[src/rtl/core/ramr_pkg.sv]
// ----------------------------------------------------------------------------
// ramr_pkg
// shared types, codes and microcode program for the rational add/mul/reduce core
// ----------------------------------------------------------------------------
package ramr_pkg;

  localparam int unsigned ACTION_W = 2;

  localparam logic [ACTION_W-1:0] ACT_ADD    = 2'd0;
  localparam logic [ACTION_W-1:0] ACT_MUL    = 2'd1;
  localparam logic [ACTION_W-1:0] ACT_REDUCE = 2'd2;

  // datapath operations, one per control word
  typedef enum logic [3:0] {
    OP_NONE,
    OP_LOAD,
    OP_CHECK,
    OP_MUL_T1,
    OP_MUL_T2,
    OP_MUL_DEN,
    OP_COMBINE,
    OP_STRIP_COMMON,
    OP_STRIP_A,
    OP_GCD_STEP,
    OP_SCALE,
    OP_DIV_STEP,
    OP_WRITE
  } op_e;

  // jump conditions; C_NEXT always falls through
  typedef enum logic [3:0] {
    C_NEXT,
    C_ALWAYS,
    C_NO_INPUT,
    C_BAD,
    C_MAG_ZERO,
    C_BOTH_EVEN,
    C_A_EVEN,
    C_GCD_MORE,
    C_CNT_NZ,
    C_OUT_BUSY
  } cond_e;

  localparam int unsigned PC_W = 4;
  typedef logic [PC_W-1:0] pc_t;

  typedef struct packed {
    op_e   op;
    cond_e cond;
    pc_t   target;
  } ctrl_t;

  // datapath status seen by the sequencer
  typedef struct packed {
    logic no_input;
    logic bad;
    logic mag_zero;
    logic both_even;
    logic a_even;
    logic gcd_more;
    logic cnt_nz;
    logic out_busy;
  } flags_t;

  // program step addresses
  localparam pc_t S_IDLE         = 4'd0;
  localparam pc_t S_CHECK        = 4'd1;
  localparam pc_t S_MUL_T1       = 4'd2;
  localparam pc_t S_MUL_T2       = 4'd3;
  localparam pc_t S_MUL_DEN      = 4'd4;
  localparam pc_t S_COMBINE      = 4'd5;
  localparam pc_t S_STRIP_COMMON = 4'd6;
  localparam pc_t S_STRIP_A      = 4'd7;
  localparam pc_t S_GCD          = 4'd8;
  localparam pc_t S_SCALE        = 4'd9;
  localparam pc_t S_DIV          = 4'd10;
  localparam pc_t S_WRITE        = 4'd11;
  localparam pc_t S_RETURN       = 4'd12;

  // read-only program store
  function automatic ctrl_t microcode(pc_t pc);
    ctrl_t w;
    case (pc)
      S_IDLE:         w = '{OP_LOAD,         C_NO_INPUT,  S_IDLE};
      S_CHECK:        w = '{OP_CHECK,        C_BAD,       S_WRITE};
      S_MUL_T1:       w = '{OP_MUL_T1,       C_NEXT,      S_IDLE};
      S_MUL_T2:       w = '{OP_MUL_T2,       C_NEXT,      S_IDLE};
      S_MUL_DEN:      w = '{OP_MUL_DEN,      C_NEXT,      S_IDLE};
      S_COMBINE:      w = '{OP_COMBINE,      C_MAG_ZERO,  S_WRITE};
      S_STRIP_COMMON: w = '{OP_STRIP_COMMON, C_BOTH_EVEN, S_STRIP_COMMON};
      S_STRIP_A:      w = '{OP_STRIP_A,      C_A_EVEN,    S_STRIP_A};
      S_GCD:          w = '{OP_GCD_STEP,     C_GCD_MORE,  S_GCD};
      S_SCALE:        w = '{OP_SCALE,        C_NEXT,      S_IDLE};
      S_DIV:          w = '{OP_DIV_STEP,     C_CNT_NZ,    S_DIV};
      S_WRITE:        w = '{OP_WRITE,        C_OUT_BUSY,  S_WRITE};
      S_RETURN:       w = '{OP_NONE,         C_ALWAYS,    S_IDLE};
      default:        w = '{OP_NONE,         C_ALWAYS,    S_IDLE};
    endcase
    return w;
  endfunction

endpackage

[src/rtl/core/ramr_sequencer.sv]
// ----------------------------------------------------------------------------
// ramr_sequencer
// step counter with conditional jumps over the microcode program
// ----------------------------------------------------------------------------
module ramr_sequencer (
  input  logic             clk_i,
  input  logic             rst_ni,
  input  ramr_pkg::flags_t flags_i,
  output ramr_pkg::ctrl_t  ctrl_o
);

  ramr_pkg::pc_t   pc_q;
  ramr_pkg::pc_t   pc_d;
  ramr_pkg::ctrl_t word;
  logic            take;

  assign word   = ramr_pkg::microcode(pc_q);
  assign ctrl_o = word;

  always_comb begin
    case (word.cond)
      ramr_pkg::C_NEXT:      take = 1'b0;
      ramr_pkg::C_ALWAYS:    take = 1'b1;
      ramr_pkg::C_NO_INPUT:  take = flags_i.no_input;
      ramr_pkg::C_BAD:       take = flags_i.bad;
      ramr_pkg::C_MAG_ZERO:  take = flags_i.mag_zero;
      ramr_pkg::C_BOTH_EVEN: take = flags_i.both_even;
      ramr_pkg::C_A_EVEN:    take = flags_i.a_even;
      ramr_pkg::C_GCD_MORE:  take = flags_i.gcd_more;
      ramr_pkg::C_CNT_NZ:    take = flags_i.cnt_nz;
      ramr_pkg::C_OUT_BUSY:  take = flags_i.out_busy;
      default:               take = 1'b0;
    endcase
    pc_d = take ? word.target : pc_q + ramr_pkg::pc_t'(1);
  end

  always_ff @(posedge clk_i or negedge rst_ni) begin
    if (!rst_ni) begin
      pc_q <= ramr_pkg::S_IDLE;
    end else begin
      pc_q <= pc_d;
    end
  end

endmodule

[src/rtl/core/rational_add_mul_reduce_core.sv]
// ----------------------------------------------------------------------------
// rational_add_mul_reduce_core
// adds, multiplies or reduces fractions and brings the result to lowest terms
// ----------------------------------------------------------------------------
// steps: load, check, cross products, denominator product, combine, strip common twos,
//   strip a, gcd loop, scale, divide bit by bit, write; loops repeat as needed, and a zero
//   input denominator jumps from check, a zero result numerator from combine, to write
// handshake: one word at a time; the next is taken after a result is written and the
//   return step is done, and the write step waits while the previous result is unread
// reset: asynchronous active low, clears the step counter and output valid
// ----------------------------------------------------------------------------
module rational_add_mul_reduce_core #(
  parameter int unsigned OPERAND_WIDTH = 16
) (
  input  logic clk_i,
  input  logic rst_ni,
  // input word
  input  logic                                   s_axis_tvalid_i,
  output logic                                   s_axis_tready_o,
  // left_numerator, left_denominator, right_numerator, right_denominator
  input  logic [((4*OPERAND_WIDTH+7)/8)*8-1:0]   s_axis_tdata_i,
  // action
  input  logic [ramr_pkg::ACTION_W-1:0]          s_axis_tuser_i,
  // result word
  output logic                                   m_axis_tvalid_o,
  input  logic                                   m_axis_tready_i,
  // result_numerator, result_denominator, zero padding
  output logic [((4*OPERAND_WIDTH+1+7)/8)*8-1:0] m_axis_tdata_o,
  // status
  output logic                                   m_axis_tuser_o
);

  localparam int unsigned W           = OPERAND_WIDTH;
  localparam int unsigned MW          = 2 * W;          // exact product width
  localparam int unsigned NUM_W       = MW + 1;
  localparam int unsigned DEN_W       = MW;
  localparam int unsigned CNT_W       = $clog2(MW);
  localparam int unsigned OUT_TDATA_W = ((NUM_W + DEN_W + 7) / 8) * 8;
  localparam int unsigned OUT_PAD_W   = OUT_TDATA_W - NUM_W - DEN_W;

  ramr_pkg::ctrl_t  ctrl;
  ramr_pkg::flags_t flags;

  // captured operands
  logic [ramr_pkg::ACTION_W-1:0] act_q;
  logic [W-1:0]  lnum_q, lden_q, rnum_q, rden_q;
  // products and gcd working registers
  logic [MW-1:0] t1_q, t2_q;
  logic [MW-1:0] a_q, b_q, g_q;
  // magnitude and denominator, reused as quotient shift registers
  logic [MW-1:0] mag_q, den_q;
  logic [MW-1:0] rn_q, rd_q;
  logic [CNT_W-1:0] k_q, cnt_q;
  logic neg_q, bad_q, zero_q;

  // output register
  logic             out_valid_q;
  logic [NUM_W-1:0] out_num_q;
  logic [DEN_W-1:0] out_den_q;
  logic             out_status_q;

  // operand magnitudes
  logic         lneg, rneg, is_reduce, bad;
  logic [W-1:0] lmag, rmag;
  logic [W-1:0] mul_x, mul_y;
  logic [MW-1:0] prod;
  logic [MW-1:0] comb_mag;
  logic          comb_neg;
  logic          out_busy, wr_en;

  // divider
  logic [MW:0]   trial_n, trial_d;
  logic          ge_n, ge_d;
  logic [MW:0]   diff_n, diff_d;

  ramr_sequencer u_seq (
    .clk_i   (clk_i),
    .rst_ni  (rst_ni),
    .flags_i (flags),
    .ctrl_o  (ctrl)
  );

  // the idle step is the only one that takes a word
  assign s_axis_tready_o = (ctrl.op == ramr_pkg::OP_LOAD);

  assign lneg      = lnum_q[W-1];
  assign rneg      = rnum_q[W-1];
  assign lmag      = lneg ? (~lnum_q + W'(1)) : lnum_q;
  assign rmag      = rneg ? (~rnum_q + W'(1)) : rnum_q;
  assign is_reduce = (act_q != ramr_pkg::ACT_ADD) && (act_q != ramr_pkg::ACT_MUL);
  // reduce only looks at the first denominator; unused code behaves as reduce
  assign bad       = (lden_q == '0) || (!is_reduce && (rden_q == '0));

  // one shared multiplier, operands picked by the current step
  always_comb begin
    case (ctrl.op)
      ramr_pkg::OP_MUL_T1: begin
        mul_x = lmag;
        if (is_reduce) begin
          mul_y = W'(1);
        end else if (act_q == ramr_pkg::ACT_MUL) begin
          mul_y = rmag;
        end else begin
          mul_y = rden_q;
        end
      end
      ramr_pkg::OP_MUL_T2: begin
        mul_x = rmag;
        mul_y = lden_q;
      end
      ramr_pkg::OP_MUL_DEN: begin
        mul_x = lden_q;
        mul_y = is_reduce ? W'(1) : rden_q;
      end
      default: begin
        mul_x = lmag;
        mul_y = rden_q;
      end
    endcase
  end

  assign prod = MW'(mul_x) * MW'(mul_y);

  // add: signed sum of the cross products; multiply and reduce: first product; sign kept apart from the magnitude
  always_comb begin
    if (act_q == ramr_pkg::ACT_ADD) begin
      if (lneg == rneg) begin
        comb_mag = t1_q + t2_q;
        comb_neg = lneg;
      end else if (t1_q >= t2_q) begin
        comb_mag = t1_q - t2_q;
        comb_neg = lneg;
      end else begin
        comb_mag = t2_q - t1_q;
        comb_neg = rneg;
      end
    end else if (act_q == ramr_pkg::ACT_MUL) begin
      comb_mag = t1_q;
      comb_neg = lneg ^ rneg;
    end else begin
      comb_mag = t1_q;
      comb_neg = lneg;
    end
  end

  // restoring division of magnitude and denominator by the gcd, side by side
  assign trial_n = {rn_q, mag_q[MW-1]};
  assign trial_d = {rd_q, den_q[MW-1]};
  assign ge_n    = trial_n >= {1'b0, g_q};
  assign ge_d    = trial_d >= {1'b0, g_q};
  assign diff_n  = trial_n - {1'b0, g_q};
  assign diff_d  = trial_d - {1'b0, g_q};

  assign out_busy = out_valid_q && !m_axis_tready_i;
  assign wr_en    = (ctrl.op == ramr_pkg::OP_WRITE) && !out_busy;

  always_comb begin
    flags.no_input  = !s_axis_tvalid_i;
    flags.bad       = bad;
    flags.mag_zero  = (comb_mag == '0);
    flags.both_even = !a_q[0] && !b_q[0];
    flags.a_even    = !a_q[0];
    // the loop ends on the step that leaves b at zero
    flags.gcd_more  = !(b_q[0] && (a_q == b_q));
    flags.cnt_nz    = (cnt_q != '0);
    flags.out_busy  = out_busy;
  end

  // datapath, driven by the control word
  always_ff @(posedge clk_i) begin
    case (ctrl.op)
      ramr_pkg::OP_LOAD: begin
        if (s_axis_tvalid_i) begin
          act_q  <= s_axis_tuser_i;
          lnum_q <= s_axis_tdata_i[W-1:0];
          lden_q <= s_axis_tdata_i[2*W-1:W];
          rnum_q <= s_axis_tdata_i[3*W-1:2*W];
          rden_q <= s_axis_tdata_i[4*W-1:3*W];
        end
      end
      ramr_pkg::OP_CHECK: begin
        bad_q  <= bad;
        zero_q <= 1'b0;
        k_q    <= '0;
      end
      ramr_pkg::OP_MUL_T1: begin
        t1_q <= prod;
      end
      ramr_pkg::OP_MUL_T2: begin
        t2_q <= prod;
      end
      ramr_pkg::OP_MUL_DEN: begin
        b_q   <= prod;
        den_q <= prod;
      end
      ramr_pkg::OP_COMBINE: begin
        a_q    <= comb_mag;
        mag_q  <= comb_mag;
        neg_q  <= comb_neg;
        zero_q <= (comb_mag == '0);
      end
      ramr_pkg::OP_STRIP_COMMON: begin
        if (!a_q[0] && !b_q[0]) begin
          a_q <= a_q >> 1;
          b_q <= b_q >> 1;
          k_q <= k_q + CNT_W'(1);
        end
      end
      ramr_pkg::OP_STRIP_A: begin
        if (!a_q[0]) begin
          a_q <= a_q >> 1;
        end
      end
      ramr_pkg::OP_GCD_STEP: begin
        if (!b_q[0]) begin
          b_q <= b_q >> 1;
        end else if (a_q > b_q) begin
          a_q <= b_q;
          b_q <= a_q - b_q;
        end else begin
          b_q <= b_q - a_q;
        end
      end
      ramr_pkg::OP_SCALE: begin
        g_q   <= a_q << k_q;
        rn_q  <= '0;
        rd_q  <= '0;
        cnt_q <= CNT_W'(MW - 1);
      end
      ramr_pkg::OP_DIV_STEP: begin
        rn_q  <= ge_n ? diff_n[MW-1:0] : trial_n[MW-1:0];
        rd_q  <= ge_d ? diff_d[MW-1:0] : trial_d[MW-1:0];
        mag_q <= {mag_q[MW-2:0], ge_n};
        den_q <= {den_q[MW-2:0], ge_d};
        cnt_q <= cnt_q - CNT_W'(1);
      end
      default: begin
      end
    endcase
  end

  // output register parts the sequencer from the result side
  always_ff @(posedge clk_i or negedge rst_ni) begin
    if (!rst_ni) begin
      out_valid_q <= 1'b0;
    end else if (wr_en) begin
      out_valid_q <= 1'b1;
    end else if (m_axis_tready_i) begin
      out_valid_q <= 1'b0;
    end
  end

  always_ff @(posedge clk_i) begin
    if (wr_en) begin
      out_status_q <= bad_q;
      // zero denominator given or zero numerator: fixed 0/1
      if (bad_q || zero_q) begin
        out_num_q <= '0;
        out_den_q <= DEN_W'(1);
      end else begin
        out_num_q <= neg_q ? (NUM_W'(0) - {1'b0, mag_q}) : {1'b0, mag_q};
        out_den_q <= den_q;
      end
    end
  end

  assign m_axis_tvalid_o = out_valid_q;
  assign m_axis_tdata_o  = {{OUT_PAD_W{1'b0}}, out_den_q, out_num_q};
  assign m_axis_tuser_o  = out_status_q;

  // a shown result always has a positive denominator
  a_den_nonzero: assert property (@(posedge clk_i) disable iff (!rst_ni)
    out_valid_q |-> (out_den_q != '0))
    else $error("result denominator is zero");

  // a flagged result carries the fixed 0/1 fraction
  a_bad_fixed: assert property (@(posedge clk_i) disable iff (!rst_ni)
    (out_valid_q && out_status_q) |-> ((out_num_q == '0) && (out_den_q == DEN_W'(1))))
    else $error("flagged result is not 0/1");

  // one word at a time: the sequencer leaves idle after taking a word
  a_one_at_a_time: assert property (@(posedge clk_i) disable iff (!rst_ni)
    (s_axis_tvalid_i && s_axis_tready_o) |=> !s_axis_tready_o)
    else $error("word taken while previous one still at work");

  // the divider never runs with a zero divisor
  a_gcd_nonzero: assert property (@(posedge clk_i) disable iff (!rst_ni)
    (ctrl.op == ramr_pkg::OP_DIV_STEP) |-> (g_q != '0))
    else $error("division by zero gcd");

endmodule
[config.mk]
export PLATFORM = sky130hd
export DESIGN_NAME = rational_add_mul_reduce_core
export DESIGN_NICKNAME = d
export VERILOG_FILES = /design/src/rtl/core/ramr_pkg.sv /design/src/rtl/core/ramr_sequencer.sv /design/src/rtl/core/rational_add_mul_reduce_core.sv
export SDC_FILE = /design/constraint.sdc
export NUM_CORES = 2
export LEC_CHECK = 0
export BUFFER_PORTS_ARGS = -buffer_cell sky130_fd_sc_hd__buf_2
export CAP_MARGIN = 0
export CELL_PAD_IN_SITES_DETAIL_PLACEMENT = 0
export CELL_PAD_IN_SITES_GLOBAL_PLACEMENT = 1
export CORE_ASPECT_RATIO = 0.9
export CORE_MARGIN = 3
export CORE_UTILIZATION = 44
export DETAILED_ROUTE_END_ITERATION = 8
export GPL_TIMING_DRIVEN = 1
export PLACE_DENSITY = 0.85
export SKIP_CTS_REPAIR_TIMING = 1
export SLEW_MARGIN = 25
export SYNTH_ARGS = -nofsm -noshare
export SYNTH_HDL_FRONTEND = slang
export SYNTH_SLANG_ARGS = --single-unit
export TNS_END_PERCENT = 1
[constraint.sdc]
create_clock -name clk_i -period 17.35 [get_ports clk_i]
set_input_delay 1.735 -clock clk_i [delete_from_list [all_inputs] [get_ports clk_i]]
set_output_delay 1.735 -clock clk_i [all_outputs]
set_load 0.01 [all_outputs]
After elaboration in Yosys (flattened, before gate mapping)
Memory sizes are Yosys's and may differ from the RTL's.
Index checks and enable logic that the tools add are counted.
{ "totals": {"reg_bits": 438, "romBits": 192, "inputBits": 70, "elab_cells": 152, "memories": 1} }
{ "memory_table": {"columns": ["name", "depth", "width", "rd", "rd_clocked_by_memory_dff", "write_ports", "line_no", "text"], "rows": [
  ["(name not given)", 16, 12, 1, 0, 0, "ramr_pkg.sv:83", "case (pc)"]
]} }
{ "classes": {"add_sub_neg": 13, "multipliers": 1, "order_cmp": 4, "n_eq_ne": 29, "shift": 1, "mux": 38, "bitwise": 4, "reduce_logical": 35} }
{ "ops": {"columns": ["op", "n"], "rows": [
  ["32-bit 2-to-1 mux", 13],
  ["32-bit case mux with 2 select lines", 4],
  ["32-bit subtractor", 6],
  ["32-bit case mux with 4 select lines", 1],
  ["32-bit case mux with 3 select lines", 1],
  ["16-bit 2-to-1 mux", 5],
  ["33-bit by 32-bit greater-or-equal comparator with 1-bit output", 2],
  ["16-bit case mux with 3 select lines", 1],
  ["1-bit by 32-bit subtractor with 33-bit output (first input constant)", 1],
  ["16-bit by 1-bit adder with 16-bit output (second input constant)", 2],
  ["32-bit adder", 1],
  ["32-bit equality test", 1],
  ["4-bit by 3-bit equality test with 1-bit output (second input constant)", 8],
  ["32-bit greater-or-equal comparator", 1],
  ["32-bit greater-than comparator", 1],
  ["16-bit zero test", 2],
  ["32-bit zero test", 1],
  ["16-bit by 16-bit multiplier with 32-bit output", 1],
  ["16-bit inverter", 2],
  ["16-bit case mux with 2 select lines", 1],
  ["32-bit by 5-bit << shifter with 32-bit output", 1],
  ["4-bit equality test (second input constant)", 7],
  ["5-bit case mux with 2 select lines", 2],
  ["4-bit by 2-bit equality test with 1-bit output (second input constant)", 4],
  ["other kinds (27)", 56]
]} }

Logic depth before layout (Yosys ltp)
{ "depth": {"ltp_word": 8, "ltp_mapped": 41, "depth_no_buf": 37} }

By module
A second synthesis with hierarchy kept.
{ "hier_totals": {"hier_cells": 4578, "area_unflattened_um2": 41367.2} }
{ "by_module_without_submodules": {"columns": ["module", "n_inst", "cells_each", "area_per_inst_um2", "seq_area_each_um2"], "rows": [
  ["rational_add_mul_reduce_core", 1, 4511, 40749.1, 13027.5],
  ["ramr_sequencer", 1, 67, 618.1, 100.1]
]} }

Worst setup path after synthesis
No wires, ideal clock.
{ "synth_timing": {"kind": "register to register", "startpoint": "reg u_seq.pc_q[0]", "endpoint": "reg b_q[29] (data pin)", "setup_ps": 275, "t_arrival_ps": 10642, "required_time_ps": 17075, "path_slack_ps": 6433, "stages_incl_launch_ff": 34, "synth_period_minus_slack_ps": 10917, "cell_sequence": "dfrtp_1 clkbuf_1 inv_1 ha_1 clkbuf_1 nand3_1 nor2_1 a21oi_1 o22ai_1 clkbuf_1 a221o_1 clkbuf_1 nand2_1 fa_1 fa_1 fa_1 fa_1 inv_1 fa_1 fa_1 ha_1 a21o_1 a21o_1 a2111oi_4 o21ai_0 a41o_1 or4_1 a311o_1 nand2_1 o21ai_1 o21ai_0 or3b_2 o21ai_0 o221ai_1"} }
{ "synth_via": {"elab_chain_cells": 5, "word_cells_on_any_way": 10} }
{ "synth_lines": {"columns": ["element", "line_no", "text"], "rows": [
  ["from (decl)", "ramr_sequencer.sv:12", "ramr_pkg::pc_t pc_q;"],
  ["from (signal assigned)", "ramr_sequencer.sv:39", "pc_q <= ramr_pkg::S_IDLE;"],
  ["from (signal assigned)", "ramr_sequencer.sv:41", "pc_q <= pc_d;"],
  ["memory read 16 x 12 bit (*)", null, null],
  ["4-bit by 3-bit equality test with 1-bit output, or another cell as far along", "rational_add_mul_reduce_core.sv:96, rational_add_mul_reduce_core.sv:171", null],
  ["16-bit case mux with 3 select lines or 16-bit case mux with 2 select lines (tied branches)", "rational_add_mul_reduce_core.sv:96", "case (ctrl.op)"],
  ["16-bit by 16-bit multiplier with 32-bit output", "rational_add_mul_reduce_core.sv:122", "assign prod = MW'(mul_x) * MW'(mul_y);"],
  ["32-bit case mux with 3 select lines (*)", "rational_add_mul_reduce_core.sv:171", "case (ctrl.op)"],
  ["to (signal assigned)", "rational_add_mul_reduce_core.sv:193", "b_q <= prod;"],
  ["to (signal assigned)", "rational_add_mul_reduce_core.sv:205", "b_q <= b_q >> 1;"],
  ["to (signal assigned)", "rational_add_mul_reduce_core.sv:216", "b_q <= b_q >> 1;"],
  ["to (decl)", "rational_add_mul_reduce_core.sv:49", "logic [MW-1:0] a_q, b_q, g_q;"]
]} }
Every way passes the cells marked *; elsewhere a longest branch is shown, timed or not.
A chain may end at the register's enable or synchronous reset.

Worst setup path after layout
{ "layout_timing": {"startpoint": "reg u_seq.pc_q[0]", "endpoint": "reg den_q[29] (data pin)"} }
{ "layout_via": {"elab_chain_cells": 5, "word_cells_on_any_way": 9} }
{ "layout_lines": {"columns": ["element", "line_no", "text"], "rows": [
  ["memory read 16 x 12 bit (*)", null, null],
  ["4-bit by 3-bit equality test with 1-bit output, or another cell as far along", "rational_add_mul_reduce_core.sv:96, rational_add_mul_reduce_core.sv:171", null],
  ["16-bit case mux with 3 select lines or 16-bit case mux with 2 select lines (tied branches)", "rational_add_mul_reduce_core.sv:96", null],
  ["16-bit by 16-bit multiplier with 32-bit output", "rational_add_mul_reduce_core.sv:122", null],
  ["32-bit case mux with 2 select lines (*)", "rational_add_mul_reduce_core.sv:171", null],
  ["to (signal assigned)", "rational_add_mul_reduce_core.sv:194", "den_q <= prod;"],
  ["to (signal assigned)", "rational_add_mul_reduce_core.sv:234", "den_q <= {den_q[MW-2:0], ge_d};"],
  ["to (decl)", "rational_add_mul_reduce_core.sv:51", "logic [MW-1:0] mag_q, den_q;"]
]} }
Marks and branches as above.

==> out/metrics.cfg <==
[timing]
max_freq_ghz=0.0906
final.setup.tns_ps=0
fin_skew_ps=26.2
period_share_pct=63.6
fin_crit_ps=11040
rsz0062_at_grt=false
tightest_slew_ps=1100
slew_violations=0
relSlewSlack_pct=24.3
report.final.hold_viol_count=0
setup_viol=0

[logic_synthesis]
synth_area_leaders=edfxtp_1 (32%), ha_1 (10%), fa_1 (9.9%), inv_1 (4.5%), nor2_1 (4.4%)
synthSimpleGateAreaFrac_pct=14.9
async_reset_ff_share_pct=1.14
avgSynthCellArea_sq_um=9.04
synth_mux_area_share_pct=3.21
synth.cell_area_sq_um=40800
synth_xor_area_share_pct=3.95
synth-adder-area-share_pct=20.2
synth_top_family_by_area=adder cells
synth-seq-cells=438
yosysWarnings=0
synth.distinct_cells=102
synth_top_area_share_pct=31.8
synth-edff-count=433
synth_compound_area_share_pct=18.8
ys_seq_area_share_pct=32.1
synthCells=4519
yosys.area.top_type=edfxtp_1
synth-main-ff-cell=edfxtp_1

[job]
max-cap-violations=0

[setup_path]
r2r_end=den_q[29]$_DFFE_PP_
ff2ff_setup_slack_ps=6310
r2r-start=u_seq.pc_q[0]$_DFFE_PN0P_
crit_type=flip-flop to flip-flop
cp.arrival_ps=11400
cpMostUsedCell=fa_1
critPathMaxFanout=23
critPathCaptureType=flip-flop
rr_worst_depth=33
required_ps=17710
crit_slowest_cell=a221oi_1
startpoint_type=flip-flop
slowest_delay_ps=690

[drt]
drtAntennaViolNets=0
avgViaCountPerCell=5.87
avgRoutedWirePerCell_um=22.9
firstDrtPassIters=8
routed_wl_mm=133
vias=34200
drt_iter0_markers=3701
drc_errors=0

[floorplanning]
die_y_um=295
rows=105
top_level_ports=145
start_util_pct=44.6
dieArea_sq_um=96500
fp.dieW_um=327
core_area_sq_um=91600

[global_routing]
grt_start_max_net_pins=82
gr-total-overflow=0
grt_pass1_wl_mm=201
track_usage_pct=27.0
antenna_found_initial=5
grt_pass1_vias=32900

[final_layout]
layout-drive-gt1-share_pct=8.10
syn_to_final_growth_pct=9.22
fillerInstances=8741
final_nets=5164

[clock_network]
clockBufferDepth=3
htree_levels=2
cts.clk_slew.worst_paths_ps=60
cts-root-buf=clkbuf_16
cts_tree=done
cts_made_buffers=50
clock_latency_ps=640
clkSinkCount=438

[place]
routabilityCongestion=0.996
dp_hpwl_mm=105
port_buffers=137

[hold_path]
holdPathStages=2
hold_end=den_q[3]$_DFFE_PP_
hp-start=den_q[2]$_DFFE_PP_
min-delay-path-class=flip-flop to flip-flop

[run_status]
status=completed

## critical path, delay by kind of cell (launching register included)
family,cells,cell delay (ps)
AOI/OAI and AO/OA,12,3140
adders and majority gates,8,3770
and+or+nand+nor,9,2560
buffers and inverters,4,650
DFF,1,650
## state kept, by name (all words and copies together), names as in the netlist, 2 cells and up
name / cells
out_den_q: 32
u_seq.pc_q: 4
rnum_q: 16
g_q: 32
b_q: 32
t1_q: 32
act_q: 2
den_q: 32
lnum_q: 16
rn_q: 32
a_q: 32
rden_q: 16
k_q: 5
rd_q: 32
t2_q: 32
mag_q: 32
out_num_q: 33
lden_q: 16
cnt_q: 5
## how the worst max path moves through the flow
| stage | from | endpoint | cells after the start |
|---|---|---|---|
| 2_1_floorplan | u_seq.pc_q[0]$_DFFE_PN0P_ | b_q[29]$_DFFE_PP_ | 33 |
| 3_3_place_gp | u_seq.pc_q[0]$_DFFE_PN0P_ | b_q[29]$_DFFE_PP_ | 33 |
| 3_5_place_dp | u_seq.pc_q[0]$_DFFE_PN0P_ | den_q[29]$_DFFE_PP_ | 32 |
| 4_1_cts | u_seq.pc_q[0]$_DFFE_PN0P_ | den_q[29]$_DFFE_PP_ | 32 |
| 5_1_grt | u_seq.pc_q[0]$_DFFE_PN0P_ | den_q[29]$_DFFE_PP_ | 33 |
| 6_report | u_seq.pc_q[0]$_DFFE_PN0P_ | den_q[29]$_DFFE_PP_ | 33 |
## kinds of logic (layout without fill, tap and decap cells)
| family | after synthesis | count (layout) |
|---|---|---|
| other cells | 1 | 8 |
| xor+xnor | 184 | 184 |
| compound gates | 1168 | 1168 |
| simple gates | 1362 | 1362 |
| flops | 438 | 438 |
| fa+ha+maj | 540 | 540 |
| mux | 117 | 117 |
| buf+inv | 709 | 779 |
## layout make-up
| cell class | instances | area [sq um] | share of cell area, % |
|---|---|---|---|
| multi-input cells | 3378 | 25100 | 56.3 |
| flip-flops and latches | 438 | 13100 | 29.4 |
| inverters | 490 | 1840 | 4.12 |
| well taps | 1230 | 1540 | 3.45 |
| clock buffers | 61 | 1290 | 2.90 |
| repair buffers | 196 | 1210 | 2.70 |
| clock inverters | 32 | 478 | 1.07 |
| diodes | 1 | 2.50 | 0.00561 |
## placed cells by master (no fill, tap or decap), types with 27 or more instances in the layout
| cell type | count |
|---|---|
| a211oi_1 | 50 |
| a21o_1 | 91 |
| a21oi_1 | 298 |
| a22oi_1 | 50 |
| and2_1 | 50 |
| buf_2 | 137 |
| buf_4 | 53 |
| clkbuf_16 | 50 |
| edfxtp_1 | 433 |
| fa_1 | 201 |
| ha_1 | 339 |
| inv_1 | 486 |
| mux2i_1 | 94 |
| nand2_1 | 470 |
| nand2b_1 | 39 |
| nand3_1 | 75 |
| nand4_1 | 36 |
| nor2_1 | 469 |
| nor2b_1 | 38 |
| nor3_1 | 49 |
| nor4_1 | 27 |
| o211ai_1 | 29 |
| o21a_1 | 27 |
| o21ai_0 | 275 |
| o21bai_1 | 44 |
| o31ai_1 | 37 |
| xnor2_1 | 101 |
| xor2_1 | 81 |
## layer usage
metal / up-vias / share of wire (%) / track usage (%)
li1: 16000 / - / -
met1: 16500 / 43 / 37.2
met2: 1475 / 44 / 42.6
met3: 244 / 8.7 / 5.08
met4: 4 / 4.0 / 9.98
met5: - / 0.018 / 0
## metrics by stage
stage          instances  hold WS, ps  area, sq um  setup WS [ps]  util [%]
6_report            5826          533        44600           6310      48.7
5_1_grt             5825          553        44600           5480      48.7
4_1_cts             5823          530        44600           6410      48.7
3_5_place_dp        5730          520        42800           6420      46.7
3_3_place_gp        5724          511        42700           6770      46.6
2_1_floorplan       4525          457        40900           6430         -
## synth_stat cells, types with 91 or more instances
cell type	number
clkbuf_1	160
mux2i_1	94
nand2_1	471
ha_1	339
inv_1	488
xnor2_1	102
nor2_1	476
a21o_1	91
o21ai_0	277
edfxtp_1	433
fa_1	201
a21oi_1	299
Power is left out: the tool's default activity adds up to more than one toggle a clock period on the data nets, which glitch-free logic cannot reach.
